### src/rtl/fasta_index_scanner_macros.svh
// assertion macros used by the top-level block to check itself
`ifndef FASTA_INDEX_SCANNER_MACROS_SVH
`define FASTA_INDEX_SCANNER_MACROS_SVH

// same-cycle implication, off during reset
`define FIS_ASSERT_NOW(label, clk, rst, cond, expr, msg) \
   label: assert property (@(posedge clk) disable iff (rst) (cond) |-> (expr)) \
      else $error(msg);

// next-cycle implication, off during reset
`define FIS_ASSERT_NEXT(label, clk, rst, cond, expr, msg) \
   label: assert property (@(posedge clk) disable iff (rst) (cond) |=> (expr)) \
      else $error(msg);

`endif

### src/rtl/fis_pkg.sv
package fis_pkg;

   // counter width and saturation limit
   localparam int COUNT_BITS = 40;
   typedef logic [COUNT_BITS-1:0] count_type;
   localparam count_type COUNT_MAX = '1;

   // characters the parser looks for
   localparam logic [7:0] CHAR_GT      = 8'h3E;
   localparam logic [7:0] CHAR_SPACE   = 8'h20;
   localparam logic [7:0] CHAR_NEWLINE = 8'h0A;

   // input action codes
   localparam logic ACTION_BYTE = 1'b0;
   localparam logic ACTION_END  = 1'b1;

   // result kind codes
   localparam logic KIND_NAME   = 1'b0;
   localparam logic KIND_RECORD = 1'b1;

   // parser phases
   typedef enum logic [2:0] {
      PH_FIRST,
      PH_NAME,
      PH_DESC,
      PH_SEQ,
      PH_IGNORE
   } phase_type;

   // one input item
   typedef struct packed {
      logic       action;
      logic [7:0] data_byte;
   } item_type;

   // one result item
   typedef struct packed {
      logic       result_kind;
      logic [7:0] name_byte;
      count_type  sequence_length;
      count_type  sequence_offset;
      count_type  first_line_bases;
      count_type  first_line_bytes;
      logic       final_result;
   } result_type;

   // parser output toward the result register
   typedef struct packed {
      logic       valid;
      result_type data;
   } result_slot_type;

   // saturating increment
   function automatic count_type sat_inc(input count_type v);
      return (v == COUNT_MAX) ? v : v + count_type'(1);
   endfunction

endpackage

### src/rtl/fis_if.sv
// input channel: one file byte or end of input per transfer
interface fis_req_if;
   logic       valid;
   logic       ready;
   logic       action;
   logic [7:0] data_byte;

   modport source (output valid, action, data_byte, input ready);
   modport sink (input valid, action, data_byte, output ready);
endinterface

// result channel: a name byte or a contig record per transfer
interface fis_rsp_if;
   logic               valid;
   logic               ready;
   logic               result_kind;
   logic [7:0]         name_byte;
   fis_pkg::count_type sequence_length;
   fis_pkg::count_type sequence_offset;
   fis_pkg::count_type first_line_bases;
   fis_pkg::count_type first_line_bytes;
   logic               final_result;

   modport source (output valid, result_kind, name_byte, sequence_length, sequence_offset,
                   first_line_bases, first_line_bytes, final_result, input ready);
   modport sink (input valid, result_kind, name_byte, sequence_length, sequence_offset,
                 first_line_bases, first_line_bytes, final_result, output ready);
endinterface

### src/rtl/fis_in_stage.sv
module fis_in_stage (
   input  logic              clock,
   input  logic              reset,
   fis_req_if.sink           req_bus,
   input  logic              take,
   output logic              held_valid,
   output fis_pkg::item_type held_item
);

   logic              valid_ff;
   logic              valid_in;
   fis_pkg::item_type item_ff;
   logic              load;

   // room when empty or when the held item moves on this cycle
   assign req_bus.ready = !valid_ff || take;
   assign load          = req_bus.valid && req_bus.ready;

   always_comb begin
      valid_in = valid_ff;
      if (load) begin
         valid_in = 1'b1;
      end else if (take) begin
         valid_in = 1'b0;
      end
   end

   always_ff @(posedge clock) begin
      if (reset) begin
         valid_ff <= 1'b0;
      end else begin
         valid_ff <= valid_in;
      end
   end

   // payload capture on transfer
   always_ff @(posedge clock) begin
      if (load) begin
         item_ff.action    <= req_bus.action;
         item_ff.data_byte <= req_bus.data_byte;
      end
   end

   assign held_valid = valid_ff;
   assign held_item  = item_ff;

endmodule

### src/rtl/fis_parser.sv
module fis_parser (
   input  logic                     clock,
   input  logic                     reset,
   input  logic                     step,
   input  fis_pkg::item_type        item,
   output fis_pkg::result_slot_type result
);

   fis_pkg::phase_type phase_ff, phase_in;
   fis_pkg::count_type position_ff, position_in;
   fis_pkg::count_type bases_ff, bases_in;
   fis_pkg::count_type start_ff, start_in;
   fis_pkg::count_type line_bases_ff, line_bases_in;
   fis_pkg::count_type line_bytes_ff, line_bytes_in;
   logic               line_open_ff, line_open_in;
   fis_pkg::result_type record;

   // record built from the current contig counters
   always_comb begin
      record                  = '0;
      record.result_kind      = fis_pkg::KIND_RECORD;
      record.sequence_length  = bases_ff;
      record.sequence_offset  = start_ff;
      record.first_line_bases = line_open_ff ? '0 : line_bases_ff;
      record.first_line_bytes = line_open_ff ? '0 : line_bytes_ff;
   end

   // next state and result
   always_comb begin
      phase_in      = phase_ff;
      position_in   = fis_pkg::sat_inc(position_ff);
      bases_in      = bases_ff;
      start_in      = start_ff;
      line_bases_in = line_bases_ff;
      line_bytes_in = line_bytes_ff;
      line_open_in  = line_open_ff;
      result        = '0;

      if (item.action == fis_pkg::ACTION_END) begin
         // end of input: close the open contig, back to reset state
         if (phase_ff == fis_pkg::PH_NAME || phase_ff == fis_pkg::PH_DESC) begin
            result.valid                  = 1'b1;
            result.data.result_kind       = fis_pkg::KIND_RECORD;
            result.data.final_result      = 1'b1;
         end else if (phase_ff == fis_pkg::PH_SEQ) begin
            result.valid                  = 1'b1;
            result.data                   = record;
            result.data.final_result      = 1'b1;
         end
         phase_in      = fis_pkg::PH_FIRST;
         position_in   = '0;
         bases_in      = '0;
         start_in      = '0;
         line_bases_in = '0;
         line_bytes_in = '0;
         line_open_in  = 1'b1;
      end else begin
         unique case (phase_ff)
            fis_pkg::PH_FIRST: begin
               phase_in = (item.data_byte == fis_pkg::CHAR_GT) ? fis_pkg::PH_NAME
                                                               : fis_pkg::PH_IGNORE;
            end
            fis_pkg::PH_NAME: begin
               if (item.data_byte == fis_pkg::CHAR_SPACE) begin
                  phase_in = fis_pkg::PH_DESC;
               end else if (item.data_byte == fis_pkg::CHAR_NEWLINE) begin
                  phase_in = fis_pkg::PH_SEQ;
                  start_in = fis_pkg::sat_inc(position_ff);
               end else begin
                  result.valid            = 1'b1;
                  result.data.result_kind = fis_pkg::KIND_NAME;
                  result.data.name_byte   = item.data_byte;
               end
            end
            fis_pkg::PH_DESC: begin
               if (item.data_byte == fis_pkg::CHAR_NEWLINE) begin
                  phase_in = fis_pkg::PH_SEQ;
                  start_in = fis_pkg::sat_inc(position_ff);
               end
            end
            fis_pkg::PH_SEQ: begin
               if (item.data_byte == fis_pkg::CHAR_NEWLINE) begin
                  if (line_open_ff) begin
                     line_bytes_in = fis_pkg::sat_inc(line_bytes_ff);
                     line_open_in  = 1'b0;
                  end
               end else if (item.data_byte == fis_pkg::CHAR_GT) begin
                  // next header closes this contig
                  result.valid  = 1'b1;
                  result.data   = record;
                  phase_in      = fis_pkg::PH_NAME;
                  bases_in      = '0;
                  start_in      = '0;
                  line_bases_in = '0;
                  line_bytes_in = '0;
                  line_open_in  = 1'b1;
               end else begin
                  if (line_open_ff) begin
                     line_bases_in = fis_pkg::sat_inc(line_bases_ff);
                     line_bytes_in = fis_pkg::sat_inc(line_bytes_ff);
                  end
                  bases_in = fis_pkg::sat_inc(bases_ff);
               end
            end
            default: begin
               phase_in = fis_pkg::PH_IGNORE;
            end
         endcase
      end

      if (!step) begin
         result.valid = 1'b0;
      end
   end

   // state register, advanced once per processed item
   always_ff @(posedge clock) begin
      if (reset) begin
         phase_ff      <= fis_pkg::PH_FIRST;
         position_ff   <= '0;
         bases_ff      <= '0;
         start_ff      <= '0;
         line_bases_ff <= '0;
         line_bytes_ff <= '0;
         line_open_ff  <= 1'b1;
      end else if (step) begin
         phase_ff      <= phase_in;
         position_ff   <= position_in;
         bases_ff      <= bases_in;
         start_ff      <= start_in;
         line_bases_ff <= line_bases_in;
         line_bytes_ff <= line_bytes_in;
         line_open_ff  <= line_open_in;
      end
   end

endmodule

### src/rtl/fis_rsp_stage.sv
module fis_rsp_stage (
   input  logic                     clock,
   input  logic                     reset,
   input  fis_pkg::result_slot_type load,
   output logic                     free,
   fis_rsp_if.source                rsp_bus
);

   logic                valid_ff;
   logic                valid_in;
   fis_pkg::result_type data_ff;

   // empty, or the held result leaves this cycle
   assign free = !valid_ff || rsp_bus.ready;

   always_comb begin
      valid_in = valid_ff;
      if (free) begin
         valid_in = load.valid;
      end
   end

   always_ff @(posedge clock) begin
      if (reset) begin
         valid_ff <= 1'b0;
      end else begin
         valid_ff <= valid_in;
      end
   end

   // result capture
   always_ff @(posedge clock) begin
      if (free && load.valid) begin
         data_ff <= load.data;
      end
   end

   assign rsp_bus.valid            = valid_ff;
   assign rsp_bus.result_kind      = data_ff.result_kind;
   assign rsp_bus.name_byte        = data_ff.name_byte;
   assign rsp_bus.sequence_length  = data_ff.sequence_length;
   assign rsp_bus.sequence_offset  = data_ff.sequence_offset;
   assign rsp_bus.first_line_bases = data_ff.first_line_bases;
   assign rsp_bus.first_line_bytes = data_ff.first_line_bytes;
   assign rsp_bus.final_result     = data_ff.final_result;

endmodule

### src/rtl/fasta_index_scanner.sv
// FASTA index scanner. Send a FASTA file one byte per transfer, then one end-of-input
// transfer. For each contig the block returns its name bytes (header text after '>' up to
// the first space or newline), then a record with the base count, the file offset of the
// first base and the bases and bytes of the first sequence line; the record given at end
// of input carries final_result. A file not starting with '>' gives no results. Counters
// saturate at all ones. The block takes one item per clock cycle; an item is held in the input
// stage and its result in the result register. Throughput is set by the result register: while a
// result waits on rsp_bus.ready, one more item is held at the input and then req_bus.ready
// drops until the result is taken.
`include "fasta_index_scanner_macros.svh"

module fasta_index_scanner (
   input  logic      clock,
   input  logic      reset,
   fis_req_if.sink   req_bus,
   fis_rsp_if.source rsp_bus
);

   logic                     held_valid;
   fis_pkg::item_type        held_item;
   logic                     rsp_free;
   logic                     step;
   fis_pkg::result_slot_type result;

   // the held item is processed when the result register can take its outcome
   assign step = held_valid && rsp_free;

   fis_in_stage u_in_stage (
      .clock      (clock),
      .reset      (reset),
      .req_bus    (req_bus),
      .take       (step),
      .held_valid (held_valid),
      .held_item  (held_item)
   );

   fis_parser u_parser (
      .clock  (clock),
      .reset  (reset),
      .step   (step),
      .item   (held_item),
      .result (result)
   );

   fis_rsp_stage u_rsp_stage (
      .clock   (clock),
      .reset   (reset),
      .load    (result),
      .free    (rsp_free),
      .rsp_bus (rsp_bus)
   );

   // checks on the block's own logic
   `FIS_ASSERT_NOW(a_ready_only_when_held, clock, reset, !req_bus.ready, held_valid, "input stalled with no held item")
   `FIS_ASSERT_NOW(a_final_is_record, clock, reset, rsp_bus.valid && rsp_bus.final_result, rsp_bus.result_kind == fis_pkg::KIND_RECORD, "final flag on a name byte")
   `FIS_ASSERT_NOW(a_name_has_no_counts, clock, reset, rsp_bus.valid && rsp_bus.result_kind == fis_pkg::KIND_NAME, rsp_bus.sequence_length == '0 && rsp_bus.sequence_offset == '0, "name byte carries counts")
   `FIS_ASSERT_NEXT(a_result_register_fill, clock, reset, step && result.valid, rsp_bus.valid, "processed result not held")

endmodule

### src/flat_wrapper.sv
// flat-port wrapper written by rule: the top's interface ports become plain ports
module fasta_index_scanner_flat 
  (clock, reset, req_bus_valid, req_bus_action, req_bus_data_byte, req_bus_ready, rsp_bus_valid, rsp_bus_result_kind, rsp_bus_name_byte, rsp_bus_sequence_length, rsp_bus_sequence_offset, rsp_bus_first_line_bases, rsp_bus_first_line_bytes, rsp_bus_final_result, rsp_bus_ready);
  fis_req_if req_bus_i ();
  fis_rsp_if rsp_bus_i ();
  input  logic clock;
  input  logic reset;
  input wire logic [$bits(req_bus_i.valid)-1:0] req_bus_valid;
  input wire logic [$bits(req_bus_i.action)-1:0] req_bus_action;
  input wire logic [$bits(req_bus_i.data_byte)-1:0] req_bus_data_byte;
  output wire logic [$bits(req_bus_i.ready)-1:0] req_bus_ready;
  output wire logic [$bits(rsp_bus_i.valid)-1:0] rsp_bus_valid;
  output wire logic [$bits(rsp_bus_i.result_kind)-1:0] rsp_bus_result_kind;
  output wire logic [$bits(rsp_bus_i.name_byte)-1:0] rsp_bus_name_byte;
  output wire logic [$bits(rsp_bus_i.sequence_length)-1:0] rsp_bus_sequence_length;
  output wire logic [$bits(rsp_bus_i.sequence_offset)-1:0] rsp_bus_sequence_offset;
  output wire logic [$bits(rsp_bus_i.first_line_bases)-1:0] rsp_bus_first_line_bases;
  output wire logic [$bits(rsp_bus_i.first_line_bytes)-1:0] rsp_bus_first_line_bytes;
  output wire logic [$bits(rsp_bus_i.final_result)-1:0] rsp_bus_final_result;
  input wire logic [$bits(rsp_bus_i.ready)-1:0] rsp_bus_ready;
  assign req_bus_i.valid = req_bus_valid;
  assign req_bus_i.action = req_bus_action;
  assign req_bus_i.data_byte = req_bus_data_byte;
  assign req_bus_ready = req_bus_i.ready;
  assign rsp_bus_valid = rsp_bus_i.valid;
  assign rsp_bus_result_kind = rsp_bus_i.result_kind;
  assign rsp_bus_name_byte = rsp_bus_i.name_byte;
  assign rsp_bus_sequence_length = rsp_bus_i.sequence_length;
  assign rsp_bus_sequence_offset = rsp_bus_i.sequence_offset;
  assign rsp_bus_first_line_bases = rsp_bus_i.first_line_bases;
  assign rsp_bus_first_line_bytes = rsp_bus_i.first_line_bytes;
  assign rsp_bus_final_result = rsp_bus_i.final_result;
  assign rsp_bus_i.ready = rsp_bus_ready;
  fasta_index_scanner u_core (.clock(clock), .reset(reset), .req_bus(req_bus_i), .rsp_bus(rsp_bus_i));
endmodule
### config.mk
export PLATFORM = sky130hd
export DESIGN_NAME = fasta_index_scanner_flat
export DESIGN_NICKNAME = d
export VERILOG_FILES = /design/src/rtl/fis_pkg.sv /design/src/rtl/fis_if.sv /design/src/rtl/fis_in_stage.sv /design/src/rtl/fis_parser.sv /design/src/rtl/fis_rsp_stage.sv /design/src/rtl/fasta_index_scanner.sv /design/src/flat_wrapper.sv
export VERILOG_INCLUDE_DIRS = /design/src /design/src/rtl
export SDC_FILE = /design/constraint.sdc
export NUM_CORES = 1
export LEC_CHECK = 0
export BUFFER_PORTS_ARGS = -buffer_cell sky130_fd_sc_hd__clkbuf_2
export CAP_MARGIN = 20
export CORE_MARGIN = 2
export CORE_UTILIZATION = 59
export CTS_BUF_LIST = sky130_fd_sc_hd__clkbuf_16
export CTS_CLUSTER_DIAMETER = 40
export DETAILED_ROUTE_END_ITERATION = 6
export PLACE_DENSITY = 0.8
export RECOVER_POWER = 25
export SYNTH_ARGS = -nofsm -noshare
export SYNTH_HDL_FRONTEND = slang
export SYNTH_SLANG_ARGS = --single-unit
### constraint.sdc
create_clock -name clock -period 13.2 [get_ports clock]
set_clock_uncertainty 0.2 [all_clocks]
set_input_delay 1.98 -clock clock [delete_from_list [all_inputs] [get_ports clock]]
set_output_delay 1.98 -clock clock [all_outputs]
set_load 0.03 [all_outputs]
==> summary.md <==
| Metric | Value |
|---|---|
| Status | `complete, but fails checks` |
| Failing checks | `capacitance limit, slew limit` |
| Die Width | `between 150 and 200 um` |
| Critical Path AT | `5970 ps` |
| Area of the multi-input gates | `approximately 0.0072 sq mm` |
| Final WL | `39500 um` |
| PortBufs | `184` |
| Top post-synthesis cells by area | `edfxtp_1, dfxtp_1, and3_1, nand2_1, and2_1` |
| Sw Ratio | `0.218` |
| Hold Path Origin | `u_core.u_parser.start_ff[29]` |
| Share of the synthesized area in the top cell type | `0.312` |
| Ant diodes | `0` |
| Fill count | `2218` |
| Residual DRC | `0` |
| Area grow syn2layout | `14.2%` |
| Pin count of the biggest net entering global routing | `88` |
| Worst vdd ir | `0.000129 V` |
| Clock power share | `0.466` |
| Sequential power share | `0.501` |
| Hold Vio Cnt, Final | `0` |
| Non-Filler Instances | `~2300` |
| RSZ-0062 raised after global routing | `false` |
| Final nets | `about 1900` |
| Leak | `0.00665 uW` |
| Hold WC Path Type | `reg2reg` |
| Wirelength per Cell | `about 17 um` |
| H-tree lvl count | `2` |
| First drt pass iteration count | `5` |
| Mapped Area | `around 0.017 sq mm` |
| GPL Wtd Cong | `roughly 0.86` |
| Core area | `approximately 0.029 sq mm` |
| Crit end category | `register` |
| Congestion Overflow GR | `0` |
| Initial Utilization | `0.599` |
| Post-DP HPWL | `25900 um` |
| I/O pins | `185` |
| FMAX | `166 MHz` |
| DR vias | `13692` |
| Via density | `6.02` |
| Final ANT Viol Nets | `0` |
| Share of cells above drive strength 1 | `0.161` |
| Die Area | `0.0306 sq mm` |
| Die H | `175 um` |
| Min Tclk post-route | `6010 ps` |
| Cells after Synth | `about 1700` |
| EDFF count, synth | `179` |
| Int Pwr | `1970 uW` |
| Vias in the first global route | `12603` |
| Placed cells | `between 2000 and 2500` |
| Gr usage total | `0.255` |
| Clk root buf | `clkbuf_16` |
| FFs w/ async S/R, synth | `0` |
| Initial DRC count | `1254` |
| CTS resizes | `0` |
| Std cell rows | `62` |
| Fin. max-slew vios | `130` |
| WP data required | `13150 ps` |
| Setup TNS | `0 ps` |
| Slew at the pin closest to its max-slew limit | `2980 ps` |
| Top FF cell, synth | `dfxtp_1` |
| Initial antenna violation count | `0` |
| Setup CP Type | `reg2reg` |
| Inserted Clock Buffers | `42` |
| Reg area | `0.00950 sq mm` |
| Psw | `548 uW` |
| CP Max Fanout | `78` |
| Clock Sinks | `385` |
| Max Cap Viol | `2` |
| Max clock buf depth | `3` |
| CTS tree | `done` |
| Setup repair bufs after CTS | `0` |
| Hold buffers post-CTS | `0` |
| Worst r2r src | `u_core.u_in_stage.held_item[8]` |
| Critical path startpoint category | `register` |
| Area leader, netlist | `edfxtp_1` |
| Mean area per synthesized cell | `10.0 sq um` |
| Worst setup path start | `u_core.u_in_stage.held_item[8]` |
| Synthesized flop and latch total | `385` |
| Final setup violation count | `0` |
| Period utilization | `0.456` |
| Power per Cell Area | `~130 mW/mm^2` |
| Clock Pin Slew Worst Setup and Hold Paths | `60 ps` |
| Clock Latency Late Sink | `approximately 530 ps` |
| Syn Nets | `1735` |
| Logic pwr share | `0.033` |
| Register area share after synthesis | `0.551` |
| Yosys Warn Count | `0` |
| Synth cell types | `70` |
| Worst rel slew slack | `-0.985` |
| First-pass GRT wire length | `64300 um` |
==> sequential cells by signal, indices dropped and copies added, names as in the netlist <==
signal / count
u_core.u_parser.bases_ff: 40
u_core.u_parser.line_bases_ff: 40
u_core.u_parser.line_bytes_ff: 40
u_core.u_parser.position_ff: 40
u_core.u_parser.start_ff: 40
u_core.u_rsp_stage.rsp_bus.first_line_bases: 40
u_core.u_rsp_stage.rsp_bus.first_line_bytes: 40
u_core.u_rsp_stage.rsp_bus.sequence_length: 40
u_core.u_rsp_stage.rsp_bus.sequence_offset: 40
u_core.u_in_stage.held_item: 9
u_core.u_rsp_stage.rsp_bus.name_byte: 8
u_core.u_parser.phase_ff: 3
u_core.u_in_stage.held_valid: 1
u_core.u_parser.line_open_ff: 1
u_core.u_rsp_stage.rsp_bus.final_result: 1
u_core.u_rsp_stage.rsp_bus.result_kind: 1
u_core.u_rsp_stage.rsp_bus.valid: 1
==> final cells by class <==
type                    instances  area share
clock buffers                  43      0.0546
clock inverters                34      0.0164
inverters                      18     0.00343
multi-input cells            1212       0.368
flip-flops and latches        385       0.482
well taps                     384      0.0244
repair buffers                197      0.0513
==> metal layers <==
| layer | global-route usage | routed length [um] | up-vias |
|---|---|---|---|
| li1 | - | - | 6512 |
| met1 | 0.360 | 17500 | 6538 |
| met2 | 0.408 | 18300 | 564 |
| met3 | 0.0403 | 2720 | 78 |
| met4 | 0.0747 | 915 | 0 |
| met5 | 0 | 0 | - |
==> power by group through the flow <==
stage          Combinational [uW]  Sequential, uW  Clock, uW
2_1_floorplan                38.7            1310          0
3_3_place_gp                 81.1            1290          0
3_5_place_dp                 82.5            1290          0
4_1_cts                      82.9            1260       1190
5_1_grt                      88.3            1260       1240
6_report                     82.6            1260       1170
==> cells in the final DEF (no fill, tap or decap), types with 5 or more instances in the layout <==
cell / instances
nor3_1: 36
a21oi_1: 71
and3_1: 107
nand2_1: 152
or2_2: 7
clkinvlp_4: 6
o21a_1: 8
nand4_1: 61
nor3_2: 7
o211ai_1: 10
nand3b_1: 12
nor2_1: 141
inv_1: 21
clkbuf_16: 43
bufinv_16: 5
dfxtp_1: 206
xnor2_1: 60
clkbuf_1: 6
o31ai_1: 9
nand3_1: 87
clkinv_1: 7
a31oi_1: 24
xor2_1: 55
o21ai_0: 67
or3_1: 31
clkinv_2: 5
clkbuf_2: 183
a211oi_1: 7
and2_0: 56
nor4_1: 37
edfxtp_1: 179
and2_1: 34
mux2i_1: 15
nor2b_1: 9
or4_1: 17
and4_1: 13
buf_4: 7
o21ai_1: 14
==> final timing paths <==
| path | end | slack [ps] | depth (start not counted) |
|---|---|---|---|
| worst max-delay path | u_core.u_rsp_stage.rsp_bus.sequence_length[20] | 7190 | 7 |
| worst min-delay path | u_core.u_parser.start_ff[29] | 240 | 2 |
| worst max register to register | u_core.u_rsp_stage.rsp_bus.sequence_length[20] | 7190 | 7 |
| worst min register to register | u_core.u_parser.start_ff[29] | 240 | 2 |
==> worst max-delay path, cell delays in order (launching register included) <==
cell and delay, ps:
edfxtp_1 310, clkbuf_1 1040, inv_1 920, or3_1 640, o21a_1 170, nor2_4 660
buf_4 890, buf_4 720
==> through the flow <==
step / utilization / instance area [sq um] / setup WS, ps / hold WS (ps) / power (uW)
floorplan: - / 17300 / 2780 / 217 / 1350
global placement: 0.636 / 18300 / 7350 / 225 / 1370
detailed placement: 0.636 / 18300 / 7260 / 234 / 1370
CTS: 0.685 / 19700 / 7800 / 245 / 2530
global route: 0.684 / 19700 / 6710 / 260 / 2590
finish: 0.684 / 19700 / 7190 / 242 / 2510
==> logic make-up (layout without fill, tap and decap cells) <==
logic type | Yosys count | after routing | share of synthesized area
AOI/OAI and AO/OA | 239 | 239 | 0.0832
xor gates and xnor gates | 115 | 115 | 0.0584
adders and majority gates | 4 | 4 | 0.00290
buffers and inverters | 121 | 292 | 0.0310
DFF | 385 | 385 | 0.551
muxes | 15 | 15 | 0.00870
and+or+nand+nor | 839 | 839 | 0.265
==> cell usage after synthesis (all sizes together) (3+ instances only) <==
cell / n
a211o: 4
a211oi: 8
a21oi: 73
a31oi: 24
and2: 91
and3: 107
and4: 13
buf: 30
clkbuf: 73
dfxtp: 206
edfxtp: 179
ha: 4
inv: 18
mux2i: 15
nand2: 155
nand2b: 3
nand3: 87
nand3b: 12
nand4: 63
nor2: 142
nor2b: 9
nor3: 43
nor3b: 3
nor4: 43
nor4b: 3
o211ai: 10
o21a: 8
o21ai: 84
o31a: 5
o31ai: 10
or2: 7
or3: 33
or4: 18
xnor2: 60
xor2: 55
Note: power is estimated with default switching activity, not from simulation.
